File: src/design/sjv_pkg.sv
// Shared types and codes of the strict JSON object validator.
`timescale 1ns / 1ps
`default_nettype none
package sjv_pkg;

	// Default number of nesting stack entries.
	localparam int StackEntriesDef = 256;
	// Reset value of the nesting limit register.
	localparam logic [7:0] MaxNestingRst = 8'd128;

	// Status codes carried on the result.
	typedef enum logic [3:0] {
		STS_RUN      = 4'd0,
		STS_OK       = 4'd1,
		STS_NEST     = 4'd2,
		STS_NOT_OBJ  = 4'd3,
		STS_KEY      = 4'd4,
		STS_COLON    = 4'd5,
		STS_VALUE    = 4'd6,
		STS_LITERAL  = 4'd7,
		STS_NUMBER   = 4'd8,
		STS_COMMA    = 4'd9,
		STS_STRING   = 4'd10,
		STS_TRAILING = 4'd11,
		STS_UNTERM   = 4'd12
	} status_t;

	// One classified byte as it travels from the front to the back.
	typedef struct packed {
		logic [7:0] data;
		logic       last;
		logic       ws;
		logic       digit;
		logic       hex_ok;
		logic [3:0] hex_val;
	} cls_t;

endpackage
`default_nettype wire

File: src/design/sjv_front.sv
// Front end: accepts bytes and classifies them into the queue.
`timescale 1ns / 1ps
`default_nettype none
module sjv_front import sjv_pkg::*; (
	input  wire logic       in_valid,
	output logic            in_ready,
	input  wire logic [7:0] data_byte,
	input  wire logic       last_byte,
	input  wire logic       q_full,
	output logic            q_push,
	output cls_t            q_data
);

	// The queue takes a request whenever it has room.
	assign in_ready = !q_full;
	assign q_push   = in_valid && !q_full;

	// Character classes used by the scanner.
	always_comb begin
		q_data.data   = data_byte;
		q_data.last   = last_byte;
		q_data.ws     = (data_byte == 8'h20) || (data_byte == 8'h09) ||
		                (data_byte == 8'h0A) || (data_byte == 8'h0D);
		q_data.digit  = (data_byte >= "0") && (data_byte <= "9");
		q_data.hex_ok = 1'b1;
		q_data.hex_val = 4'd0;
		if (q_data.digit) begin
			q_data.hex_val = 4'(data_byte - "0");
		end else if ((data_byte >= "a") && (data_byte <= "f")) begin
			q_data.hex_val = 4'(data_byte - "a" + 8'd10);
		end else if ((data_byte >= "A") && (data_byte <= "F")) begin
			q_data.hex_val = 4'(data_byte - "A" + 8'd10);
		end else begin
			q_data.hex_ok = 1'b0;
		end
	end

endmodule
`default_nettype wire

File: src/design/sjv_queue.sv
// Short queue between the front and the back.
`timescale 1ns / 1ps
`default_nettype none
module sjv_queue import sjv_pkg::*; (
	input  wire logic clk,
	input  wire logic arst_n,
	input  wire logic push,
	input  wire cls_t push_data,
	output logic      full,
	input  wire logic pop,
	output logic      not_empty,
	output cls_t      head
);

	localparam int Depth = 4;
	localparam int PW    = $clog2(Depth);

	cls_t          mem_q [Depth];
	logic [PW-1:0] wr_q;
	logic [PW-1:0] rd_q;
	logic [PW:0]   cnt_q;

	assign full      = (cnt_q == (PW+1)'(Depth));
	assign not_empty = (cnt_q != '0);
	assign head      = mem_q[rd_q];

	// Storage, written at the tail.
	always_ff @(posedge clk) begin
		if (push) begin
			mem_q[wr_q] <= push_data;
		end
	end

	// Pointers and fill count.
	always_ff @(posedge clk or negedge arst_n) begin
		if (!arst_n) begin
			wr_q  <= '0;
			rd_q  <= '0;
			cnt_q <= '0;
		end else begin
			if (push) wr_q <= wr_q + 1'b1;
			if (pop)  rd_q <= rd_q + 1'b1;
			if (push && !pop)      cnt_q <= cnt_q + 1'b1;
			else if (pop && !push) cnt_q <= cnt_q - 1'b1;
		end
	end

endmodule
`default_nettype wire

File: src/design/sjv_back.sv
// Back end: syntax scanner, nesting stack and result register.
`timescale 1ns / 1ps
`default_nettype none
module sjv_back import sjv_pkg::*; #(
	parameter int STACK_ENTRIES = StackEntriesDef
) (
	input  wire logic       clk,
	input  wire logic       arst_n,
	input  wire logic [7:0] max_nesting_q,
	input  wire logic       q_not_empty,
	input  wire cls_t       q_head,
	output logic            q_pop,
	output logic            out_valid,
	input  wire logic       out_ready,
	output logic [3:0]      status,
	output logic [8:0]      nest_level
);

	localparam int LW = $clog2(STACK_ENTRIES + 1);
	localparam int AW = $clog2(STACK_ENTRIES);

	typedef enum logic [4:0] {
		S_TOP = 5'd0, S_OBJ_FIRST = 5'd1, S_OBJ_KEY = 5'd2, S_COLON = 5'd3,
		S_VALUE = 5'd4, S_ARR_FIRST = 5'd5, S_AFTER = 5'd6, S_DONE = 5'd7,
		S_LIT_T = 5'd8, S_LIT_F = 5'd9, S_LIT_N = 5'd10,
		S_N_SIGN = 5'd11, S_N_ZERO = 5'd12, S_N_INT = 5'd13, S_N_DOT = 5'd14,
		S_N_FRAC = 5'd15, S_N_EXP = 5'd16, S_N_EXPSIGN = 5'd17, S_N_EXPD = 5'd18,
		S_K_BODY = 5'd19, S_K_ESC = 5'd20, S_K_HEX = 5'd21, S_K_BS = 5'd22,
		S_K_U = 5'd23,
		S_V_BODY = 5'd24, S_V_ESC = 5'd25, S_V_HEX = 5'd26, S_V_BS = 5'd27,
		S_V_U = 5'd28
	} scan_t;

	// Literal spelling, indexed by literal kind and position.
	function automatic logic [7:0] lit_char(input logic [1:0] k, input logic [2:0] p);
		logic [7:0] c;
		c = 8'h00;
		unique case (k)
			2'd0: begin
				unique case (p)
					3'd0: c = "t"; 3'd1: c = "r"; 3'd2: c = "u"; 3'd3: c = "e";
					default: c = 8'h00;
				endcase
			end
			2'd1: begin
				unique case (p)
					3'd0: c = "f"; 3'd1: c = "a"; 3'd2: c = "l"; 3'd3: c = "s";
					3'd4: c = "e";
					default: c = 8'h00;
				endcase
			end
			2'd2: begin
				unique case (p)
					3'd0: c = "n"; 3'd1: c = "u"; 3'd2: c = "l"; 3'd3: c = "l";
					default: c = 8'h00;
				endcase
			end
			default: c = 8'h00;
		endcase
		return c;
	endfunction

	// Verdict when the final byte arrives without an earlier error.
	function automatic logic [3:0] verdict(input scan_t s, input logic top_obj);
		logic [3:0] v;
		if (s >= S_V_BODY)     v = STS_STRING;
		else if (s >= S_K_BODY) v = STS_KEY;
		else if (s >= S_LIT_T && s <= S_LIT_N) v = STS_LITERAL;
		else begin
			unique case (s)
				S_DONE: v = STS_OK;
				S_OBJ_FIRST, S_OBJ_KEY, S_ARR_FIRST: v = STS_UNTERM;
				S_COLON: v = STS_COLON;
				S_VALUE: v = top_obj ? STS_VALUE : STS_UNTERM;
				S_AFTER, S_N_ZERO, S_N_INT, S_N_FRAC, S_N_EXPD: v = STS_COMMA;
				S_N_SIGN, S_N_DOT, S_N_EXP, S_N_EXPSIGN: v = STS_NUMBER;
				default: v = STS_NOT_OBJ;
			endcase
		end
		return v;
	endfunction

	logic          kind_mem [STACK_ENTRIES];
	scan_t         st_q, st_d;
	logic [LW-1:0] lvl_q, lvl_d;
	logic [2:0]    lit_q, lit_d;
	logic [2:0]    hcnt_q, hcnt_d;
	logic [15:0]   hacc_q, hacc_d;
	logic          hs_q, hs_d;
	logic [3:0]    err_q, err_d;
	logic          top_q, top_d;
	logic          below_q;
	logic          fire;
	logic          push, want_open, open_obj, want_close, do_after;
	logic [3:0]    fcode;
	logic          topobj;
	logic [7:0]    b;
	logic [15:0]   acc_n;
	logic [2:0]    cnt_n;
	logic          str_val;
	scan_t         base;
	logic [3:0]    scode;
	logic [3:0]    sts_d;
	logic [LW-1:0] rd_lvl;

	assign fire   = q_not_empty && (!out_valid || out_ready);
	assign q_pop  = fire;
	assign b      = q_head.data;
	assign topobj = (lvl_q == '0) || top_q;

	// Scanner next state for one byte.
	always_comb begin
		st_d = st_q; lvl_d = lvl_q; lit_d = lit_q; hcnt_d = hcnt_q;
		hacc_d = hacc_q; hs_d = hs_q; top_d = top_q;
		fcode = STS_RUN; want_open = 1'b0; open_obj = 1'b0;
		want_close = 1'b0; do_after = 1'b0; push = 1'b0;
		acc_n = {hacc_q[11:0], q_head.hex_val};
		cnt_n = hcnt_q + 3'd1;
		str_val = (st_q >= S_V_BODY);
		base  = str_val ? S_V_BODY : S_K_BODY;
		scode = str_val ? STS_STRING : STS_KEY;
		if (err_q == STS_RUN) begin
			if (st_q >= S_K_BODY) begin
				// String body, escapes and unicode escapes.
				unique case (5'(st_q - base))
					5'd0: begin
						if (b == "\"") st_d = str_val ? S_AFTER : S_COLON;
						else if (b < 8'h20) fcode = scode;
						else if (b == "\\") st_d = scan_t'(base + 5'd1);
					end
					5'd1: begin
						if (b == "\"" || b == "\\" || b == "/" || b == "b" || b == "f" ||
						    b == "n" || b == "r" || b == "t") st_d = base;
						else if (b == "u") begin
							st_d = scan_t'(base + 5'd2); hcnt_d = '0; hacc_d = '0;
						end else fcode = scode;
					end
					5'd2: begin
						if (!q_head.hex_ok) fcode = scode;
						else begin
							hacc_d = acc_n;
							hcnt_d = cnt_n;
							if (cnt_n == 3'd4) begin
								hcnt_d = '0;
								if (hs_q) begin
									hs_d = 1'b0;
									if (acc_n < 16'hDC00 || acc_n > 16'hDFFF) fcode = scode;
									else st_d = base;
								end else if (acc_n >= 16'hD800 && acc_n <= 16'hDBFF) begin
									hs_d = 1'b1;
									st_d = scan_t'(base + 5'd3);
								end else if (acc_n >= 16'hDC00 && acc_n <= 16'hDFFF) begin
									fcode = scode;
								end else st_d = base;
							end
						end
					end
					5'd3: begin
						if (b == "\\") st_d = scan_t'(base + 5'd4); else fcode = scode;
					end
					default: begin
						if (b == "u") begin
							st_d = scan_t'(base + 5'd2); hcnt_d = '0; hacc_d = '0;
						end else fcode = scode;
					end
				endcase
			end else if (st_q >= S_LIT_T && st_q <= S_LIT_N) begin
				// Literal spelling check.
				if (b != lit_char(2'(st_q - S_LIT_T), lit_q) ||
				    (st_q != S_LIT_F && lit_q >= 3'd4)) fcode = STS_LITERAL;
				else begin
					lit_d = lit_q + 3'd1;
					if ((st_q == S_LIT_F && lit_q == 3'd4) ||
					    (st_q != S_LIT_F && lit_q == 3'd3)) begin
						lit_d = '0; st_d = S_AFTER;
					end
				end
			end else begin
				unique case (st_q)
					S_TOP: begin
						if (!q_head.ws) begin
							if (b == "{") begin want_open = 1'b1; open_obj = 1'b1; end
							else fcode = STS_NOT_OBJ;
						end
					end
					S_OBJ_FIRST, S_OBJ_KEY: begin
						if (!q_head.ws) begin
							if (b == "}" && st_q == S_OBJ_FIRST) want_close = 1'b1;
							else if (b == "\"") st_d = S_K_BODY;
							else fcode = STS_KEY;
						end
					end
					S_COLON: begin
						if (!q_head.ws) begin
							if (b == ":") st_d = S_VALUE; else fcode = STS_COLON;
						end
					end
					S_VALUE, S_ARR_FIRST: begin
						if (!q_head.ws) begin
							if (b == "]" && st_q == S_ARR_FIRST) want_close = 1'b1;
							else if (b == "{") begin want_open = 1'b1; open_obj = 1'b1; end
							else if (b == "[") want_open = 1'b1;
							else if (b == "\"") st_d = S_V_BODY;
							else if (b == "t") begin st_d = S_LIT_T; lit_d = 3'd1; end
							else if (b == "f") begin st_d = S_LIT_F; lit_d = 3'd1; end
							else if (b == "n") begin st_d = S_LIT_N; lit_d = 3'd1; end
							else if (b == "-") st_d = S_N_SIGN;
							else if (b == "0") st_d = S_N_ZERO;
							else if (q_head.digit) st_d = S_N_INT;
							else fcode = STS_NUMBER;
						end
					end
					S_AFTER: do_after = 1'b1;
					S_DONE: if (!q_head.ws) fcode = STS_TRAILING;
					S_N_SIGN: begin
						if (b == "0") st_d = S_N_ZERO;
						else if (q_head.digit) st_d = S_N_INT;
						else fcode = STS_NUMBER;
					end
					S_N_ZERO, S_N_INT: begin
						if (q_head.digit) begin
							if (st_q == S_N_ZERO) fcode = STS_NUMBER;
						end else if (b == ".") st_d = S_N_DOT;
						else if (b == "e" || b == "E") st_d = S_N_EXP;
						else do_after = 1'b1;
					end
					S_N_DOT: if (q_head.digit) st_d = S_N_FRAC; else fcode = STS_NUMBER;
					S_N_FRAC: begin
						if (!q_head.digit) begin
							if (b == "e" || b == "E") st_d = S_N_EXP; else do_after = 1'b1;
						end
					end
					S_N_EXP: begin
						if (b == "+" || b == "-") st_d = S_N_EXPSIGN;
						else if (q_head.digit) st_d = S_N_EXPD;
						else fcode = STS_NUMBER;
					end
					S_N_EXPSIGN: if (q_head.digit) st_d = S_N_EXPD; else fcode = STS_NUMBER;
					S_N_EXPD: if (!q_head.digit) do_after = 1'b1;
					default: fcode = STS_NOT_OBJ;
				endcase
			end
			// Separator or close after a complete value.
			if (do_after) begin
				st_d = S_AFTER;
				if (!q_head.ws) begin
					if ((topobj && b == "}") || (!topobj && b == "]")) want_close = 1'b1;
					else if (b == ",") st_d = topobj ? S_OBJ_KEY : S_VALUE;
					else fcode = STS_COMMA;
				end
			end
			// Push a new level, checked against the limit and the stack size.
			if (want_open) begin
				if (32'(lvl_q) > 32'(max_nesting_q) || 32'(lvl_q) >= 32'(STACK_ENTRIES))
					fcode = STS_NEST;
				else begin
					push = 1'b1;
					lvl_d = lvl_q + 1'b1;
					top_d = open_obj;
					st_d = open_obj ? S_OBJ_FIRST : S_ARR_FIRST;
				end
			end
			// Pop a level; the kind below comes from the prefetch register.
			if (want_close) begin
				if (lvl_q != '0) lvl_d = lvl_q - 1'b1;
				top_d = below_q;
				st_d = (lvl_d == '0) ? S_DONE : S_AFTER;
			end
		end
		err_d = (err_q != STS_RUN) ? err_q : fcode;
		sts_d = err_d;
		if (q_head.last && err_d == STS_RUN)
			sts_d = verdict(st_d, (lvl_d == '0) || top_d);
		rd_lvl = lvl_d - LW'(2);
	end

	// Stack memory with a registered read of the entry under the top.
	always_ff @(posedge clk) begin
		if (fire) begin
			if (push) kind_mem[lvl_q[AW-1:0]] <= open_obj;
			below_q <= kind_mem[rd_lvl[AW-1:0]];
		end
	end

	// Scanner state and result register.
	always_ff @(posedge clk or negedge arst_n) begin
		if (!arst_n) begin
			st_q <= S_TOP; lvl_q <= '0; lit_q <= '0; hcnt_q <= '0;
			hacc_q <= '0; hs_q <= 1'b0; err_q <= STS_RUN; top_q <= 1'b0;
			out_valid <= 1'b0; status <= STS_RUN; nest_level <= '0;
		end else begin
			out_valid <= fire || (out_valid && !out_ready);
			if (fire) begin
				status     <= sts_d;
				nest_level <= 9'(lvl_d);
				if (q_head.last) begin
					st_q <= S_TOP; lvl_q <= '0; lit_q <= '0; hcnt_q <= '0;
					hacc_q <= '0; hs_q <= 1'b0; err_q <= STS_RUN; top_q <= 1'b0;
				end else begin
					st_q <= st_d; lvl_q <= lvl_d; lit_q <= lit_d; hcnt_q <= hcnt_d;
					hacc_q <= hacc_d; hs_q <= hs_d; err_q <= err_d; top_q <= top_d;
				end
			end
		end
	end

	// The open level count never passes the stack size.
	a_lvl_range: assert property (@(posedge clk) disable iff (!arst_n)
		32'(lvl_q) <= 32'(STACK_ENTRIES))
		else $error("nesting level beyond stack size");

	// An error holds until the final byte.
	a_err_sticky: assert property (@(posedge clk) disable iff (!arst_n)
		(fire && err_q != STS_RUN && !q_head.last) |=> (err_q == $past(err_q)))
		else $error("error code changed before the final byte");

	// The final byte returns the scanner to its reset state.
	a_end_reset: assert property (@(posedge clk) disable iff (!arst_n)
		(fire && q_head.last) |=> (lvl_q == '0 && err_q == STS_RUN && st_q == S_TOP))
		else $error("scanner not cleared after final byte");

endmodule
`default_nettype wire

File: src/design/strict_json_object_validator.sv
// Top level of the strict JSON object validator.
// Each accepted byte request yields one result (status and nest_level), loaded into the
// result register when the byte leaves the queue; a new byte may be accepted every cycle
// while the queue has room, and a four-entry queue separates the byte input from the
// result register so either side can stall. The user must write the nesting limit through
// the cfg port only while no document is in flight; the block does not enforce this.
`timescale 1ns / 1ps
`default_nettype none
module strict_json_object_validator import sjv_pkg::*; #(
	parameter int STACK_ENTRIES = StackEntriesDef
) (
	input  wire logic       clk,
	input  wire logic       arst_n,
	input  wire logic       cfg_valid,
	output logic            cfg_ready,
	input  wire logic [7:0] max_nesting,
	input  wire logic       in_valid,
	output logic            in_ready,
	input  wire logic [7:0] data_byte,
	input  wire logic       last_byte,
	output logic            out_valid,
	input  wire logic       out_ready,
	output logic [3:0]      status,
	output logic [8:0]      nest_level
);

	logic [7:0] max_nesting_q;
	logic       q_full, q_push, q_pop, q_not_empty;
	cls_t       q_in, q_head;

	// Nesting limit register.
	assign cfg_ready = 1'b1;
	always_ff @(posedge clk or negedge arst_n) begin
		if (!arst_n) begin
			max_nesting_q <= MaxNestingRst;
		end else if (cfg_valid) begin
			max_nesting_q <= max_nesting;
		end
	end

	sjv_front u_front (
		.in_valid (in_valid),
		.in_ready (in_ready),
		.data_byte(data_byte),
		.last_byte(last_byte),
		.q_full   (q_full),
		.q_push   (q_push),
		.q_data   (q_in)
	);

	sjv_queue u_queue (
		.clk      (clk),
		.arst_n   (arst_n),
		.push     (q_push),
		.push_data(q_in),
		.full     (q_full),
		.pop      (q_pop),
		.not_empty(q_not_empty),
		.head     (q_head)
	);

	sjv_back #(.STACK_ENTRIES(STACK_ENTRIES)) u_back (
		.clk          (clk),
		.arst_n       (arst_n),
		.max_nesting_q(max_nesting_q),
		.q_not_empty  (q_not_empty),
		.q_head       (q_head),
		.q_pop        (q_pop),
		.out_valid    (out_valid),
		.out_ready    (out_ready),
		.status       (status),
		.nest_level   (nest_level)
	);

endmodule
`default_nettype wire

File: config.mk
export PLATFORM = sky130hd
export DESIGN_NAME = strict_json_object_validator
export DESIGN_NICKNAME = d
export VERILOG_FILES = /design/src/design/sjv_pkg.sv /design/src/design/sjv_front.sv /design/src/design/sjv_queue.sv /design/src/design/sjv_back.sv /design/src/design/strict_json_object_validator.sv
export SDC_FILE = /design/constraint.sdc
export NUM_CORES = 1
export LEC_CHECK = 0
export ABC_AREA = 1
export BUFFER_PORTS_ARGS = -buffer_cell sky130_fd_sc_hd__buf_2
export CAP_MARGIN = 0
export CORE_MARGIN = 2
export CORE_UTILIZATION = 39
export DETAILED_ROUTE_END_ITERATION = 8
export PLACE_DENSITY_LB_ADDON = 0.2
export RECOVER_POWER = 25
export SKIP_LAST_GASP = 1
export SYNTH_ARGS = -nofsm -noshare
export SYNTH_HDL_FRONTEND = slang
export SYNTH_HIERARCHICAL = 1
export SYNTH_SLANG_ARGS = --single-unit
File: constraint.sdc
create_clock -name clk -period 60.1 [get_ports clk]
set_clock_uncertainty 0.1 [all_clocks]
set_input_delay 12.02 -clock clk [delete_from_list [all_inputs] [get_ports clk]]
set_output_delay 12.02 -clock clk [all_outputs]
set_load 0.01 [all_outputs]
==> summary.md <==
### Floorplan
* **Initial Utilization** 39.6%
* **overall die area** 0.0566 sq mm
* **area of the placeable core** 0.0539 sq mm
* **row cnt** 85
* **Die X** 238 um
* **top-level I/O count** 38
* **Die Ht** 238 um

### Placed design
* **placed instance area** 0.0218 sq mm
* **DP HPWL** 38.1 mm
* **count of buffers from port buffering** 36
* **GP Congestion** 0.927

### Cells and area
* **antenna diode count** 0
* **Total Nets Final** 2,448
* **share of final-layout standard cells stronger than drive strength 1** 10.1%
* **Layout Cell Area excl Fill** 0.0233 sq mm
* **area added between synthesis and finish** 8.99%
* **most frequent standard cell in the layout excluding fill and tap cells** nor2_1
* **commonest non-fill, non-tap cells in the layout** nor2_1 (557), nand2_1 (369), edfxtp_1 (321)

### Global routing
* **global-route usage over all layers** 21.8%
* **first-pass GRT wire length** 95.7 mm
* **pin count of the biggest net entering global routing** 257
* **Congestion Overflow GR** 0
* **number of global-route vias before repair** 16,400
* **antenna violations before repair** 0

### Drt
* **wire length after detailed routing** 61.9 mm
* **post-route antenna net violation count** 0
* **wire length per cell** 19.8 um
* **routed via count** 17,200
* **via count normalized by instance count** 5.50
* **Detailed Routing Iterations Pass 1** 6
* **initial drt markers** 1,530
* **detailed-route DRC error count** 0

### Timing
* **worst relative slew slack** -557%
* **Max Slew Vio Count** 324
* **setup repair after global routing missed its margin** false
* **number of setup violations in the final report** 0
* **final worst path period need** 14,430 ps
* **Post-Route Hold Slack** 377 ps
* **Peak Freq** 0.0693 GHz
* **number of failing hold endpoints at the final stage** 0
* **slew of the pin with the lowest slew margin** 9860 ps
* **Setup TNS Final** 0 ps
* **Final Cycle Share** 24.0%

### Synth
* **Yosys top cell by area** edfxtp_1
* **cells taking the most area after synthesis** edfxtp_1 (45%), nor2_1 (9.8%), dfrtp_1 (7.7%), nand2_1 (6.5%), nand3_1 (4.2%)
* **Async S/R FF share, synth** 17.3%
* **share of Yosys cell area claimed by the top area cell type** 45.2%
* **mean instance size in the synthesized netlist** 8.85 sq um
* **Distinct cells, synth** 65
* **number of nets in the synthesized netlist** 2,470
* **fraction of the yosys area taken by sequential cells** 53.0%
* **Ys Warns** 6
* **top flip-flop cell by instance count after synthesis** edfxtp_1
* **FF+latch count, synth** 388
* **post-synthesis instance area** 0.0213 sq mm
* **EDFF count, synth** 321
* **Synth Instances** 2,413

### Worst setup path
* **critical path buffer and inverter count** 4
* **type of the worst setup path** in2reg
* **critical path required time** 60,420 ps
* **largest driver fanout on the critical path** 18
* **most used cell along the critical path** inv_1
* **critical path capture point type** flip-flop
* **critical path startpoint category** input pin
* **delay of the slowest critical-path stage** 720 ps
* **list of cells traversed by the critical path** buf_2 > inv_1 > nand2_1 > nand2_1 > inv_1 > o21ai_0 > a2111oi_0 > inv_1 > nor2_1 > o22ai_1
* **critical path's slowest cell** a2111oi_0
* **arrival time at the worst endpoint** 14,750 ps
* **Top delay family on crit path** compound AO/OA/AOI/OAI gates

### Clock tree
* **Worst-path clk slew** 60 ps
* **postcts setup bufs** 0
* **count of H-tree levels built during CTS** 2
* **number of CTS-inserted buffers** 45
* **TritonCTS clock tree** yes
* **clock sink total** 388
* **hold_buf cts** 0
* **source-to-sink clock delay at the later pin of the worst-skew pair** 590 ps
* **PostCTS Resize Cnt** 0
* **Max Root-Sink Buffers** 3
* **CTS root buffer** clkbuf_16

### Power
* **IR Drop Worst-Case VDD** 0.0439 mV
* **Pwr per Cell Area** 58.6 mW/mm^2
* **overall power** 1.36 mW
* **leakage** 9.13 nW

### Status
* **status** complete, but fails checks
* **failing checks** max-capacitance violations, max-slew violations

### Worst hold path
* **hold crit path type** reg2reg

### Flow run
* **Max Cap Violations** 2

-- cell usage after synthesis (all sizes together) (2+ instances only) --
cell type and n:
inv 222, o211ai 93, xnor2 4, nor3b 4, buf 71, a21o 2
nand3 185, o22ai 27, a2111oi 3, edfxtp 321, or2 4, nor2 570
nand3b 6, a31oi 7, a21oi 46, dfrtp 66, nor4 5, o2111ai 2
nand2 411, fa 2, nor3 22, clkbuf 54, xor2 15, a21boi 2
nand4 32, clkinv 5, o21ai 190, ha 33
-- logic make-up after synthesis --
group	count (synthesis)	synth area share (%)
compound gates	376	10.9
fa+ha+maj	35	2.12
simple gates	1241	25.2
buf+inv	352	7.67
other cells	1	0.0176
flops	388	53.0
xor+xnor	19	0.991
mux	1	0.0469
-- worst register-to-register path: cells and delay by family (launching register included) --
family                 cells  cell delay [ps]
buffers and inverters      3             9690
and+or+nand+nor            5             1280
DFF                        1              340
AOI/OAI and AO/OA          2              730
-- state kept, by name, indices dropped and copies added, names as in the netlist --
register	count
u_back/kind_mem	256
u_back/lit_q	3
u_back/nest_level	9
u_back/hacc_q	12
u_back/lvl_q	9
u_queue/rd_q	2
u_back/hcnt_q	3
u_queue/mem_q	64
u_back/top_q	1
u_queue/cnt_q	3
u_queue/wr_q	2
u_back/below_q	1
u_back/err_q	4
u_back/status	4
u_back/out_valid	1
u_back/st_q	5
u_back/hs_q	1
max_nesting_q	8
-- through the flow --
step	cells	setup slack, ps	util, %
3_3_place_gp	3040	45250	40.4
2_1_floorplan	2413	32040	-
5_1_grt	3122	44760	43.1
6_report	3122	45670	43.1
4_1_cts	3122	45690	43.2
3_5_place_dp	3040	45090	40.4
-- layout make-up --
| type | count | area (sq um) |
|---|---|---|
| clock buffer | 60 | 1250 |
| clock inverter | 22 | 245 |
| fill | 5290 | 30700 |
| inverter | 227 | 870 |
| multi-input combinational | 1673 | 8380 |
| sequential | 388 | 11300 |
| tap | 696 | 871 |
| timing repair buffer | 56 | 325 |
-- per-layer routing --
metal  part of all wire [%]  track usage [%]
met2                     45             34.1
met4                    3.4             7.85
met3                    6.8             3.41
met1                     45             30.8
met5                      0                0
-- final timing paths --
check                            startpoint                   to  slack [ps]  cells after the start
setup / recovery                  out_ready     u_back/hacc_q[3]       45670                     10
hold / removal             u_queue/cnt_q[2]     u_queue/cnt_q[2]         380                      2
setup reg to reg            u_queue/rd_q[0]  u_back/kind_mem[28]       46020                     10
hold reg to reg            u_queue/cnt_q[2]     u_queue/cnt_q[2]         380                      2
max in group asynchronous            arst_n      u_queue/rd_q[0]       47760                      1
min in group asynchronous            arst_n      u_queue/wr_q[0]       11480                      1
-- report_power, final --
part	internal (mW)	switching (mW)	total, mW	leakage [nW]
sequential	0.315	0.0193	0.335	3.87
combinational	0.210	0.543	0.754	4.54
clock	0.161	0.114	0.276	0.723
Power figures use the tool's default switching activity.
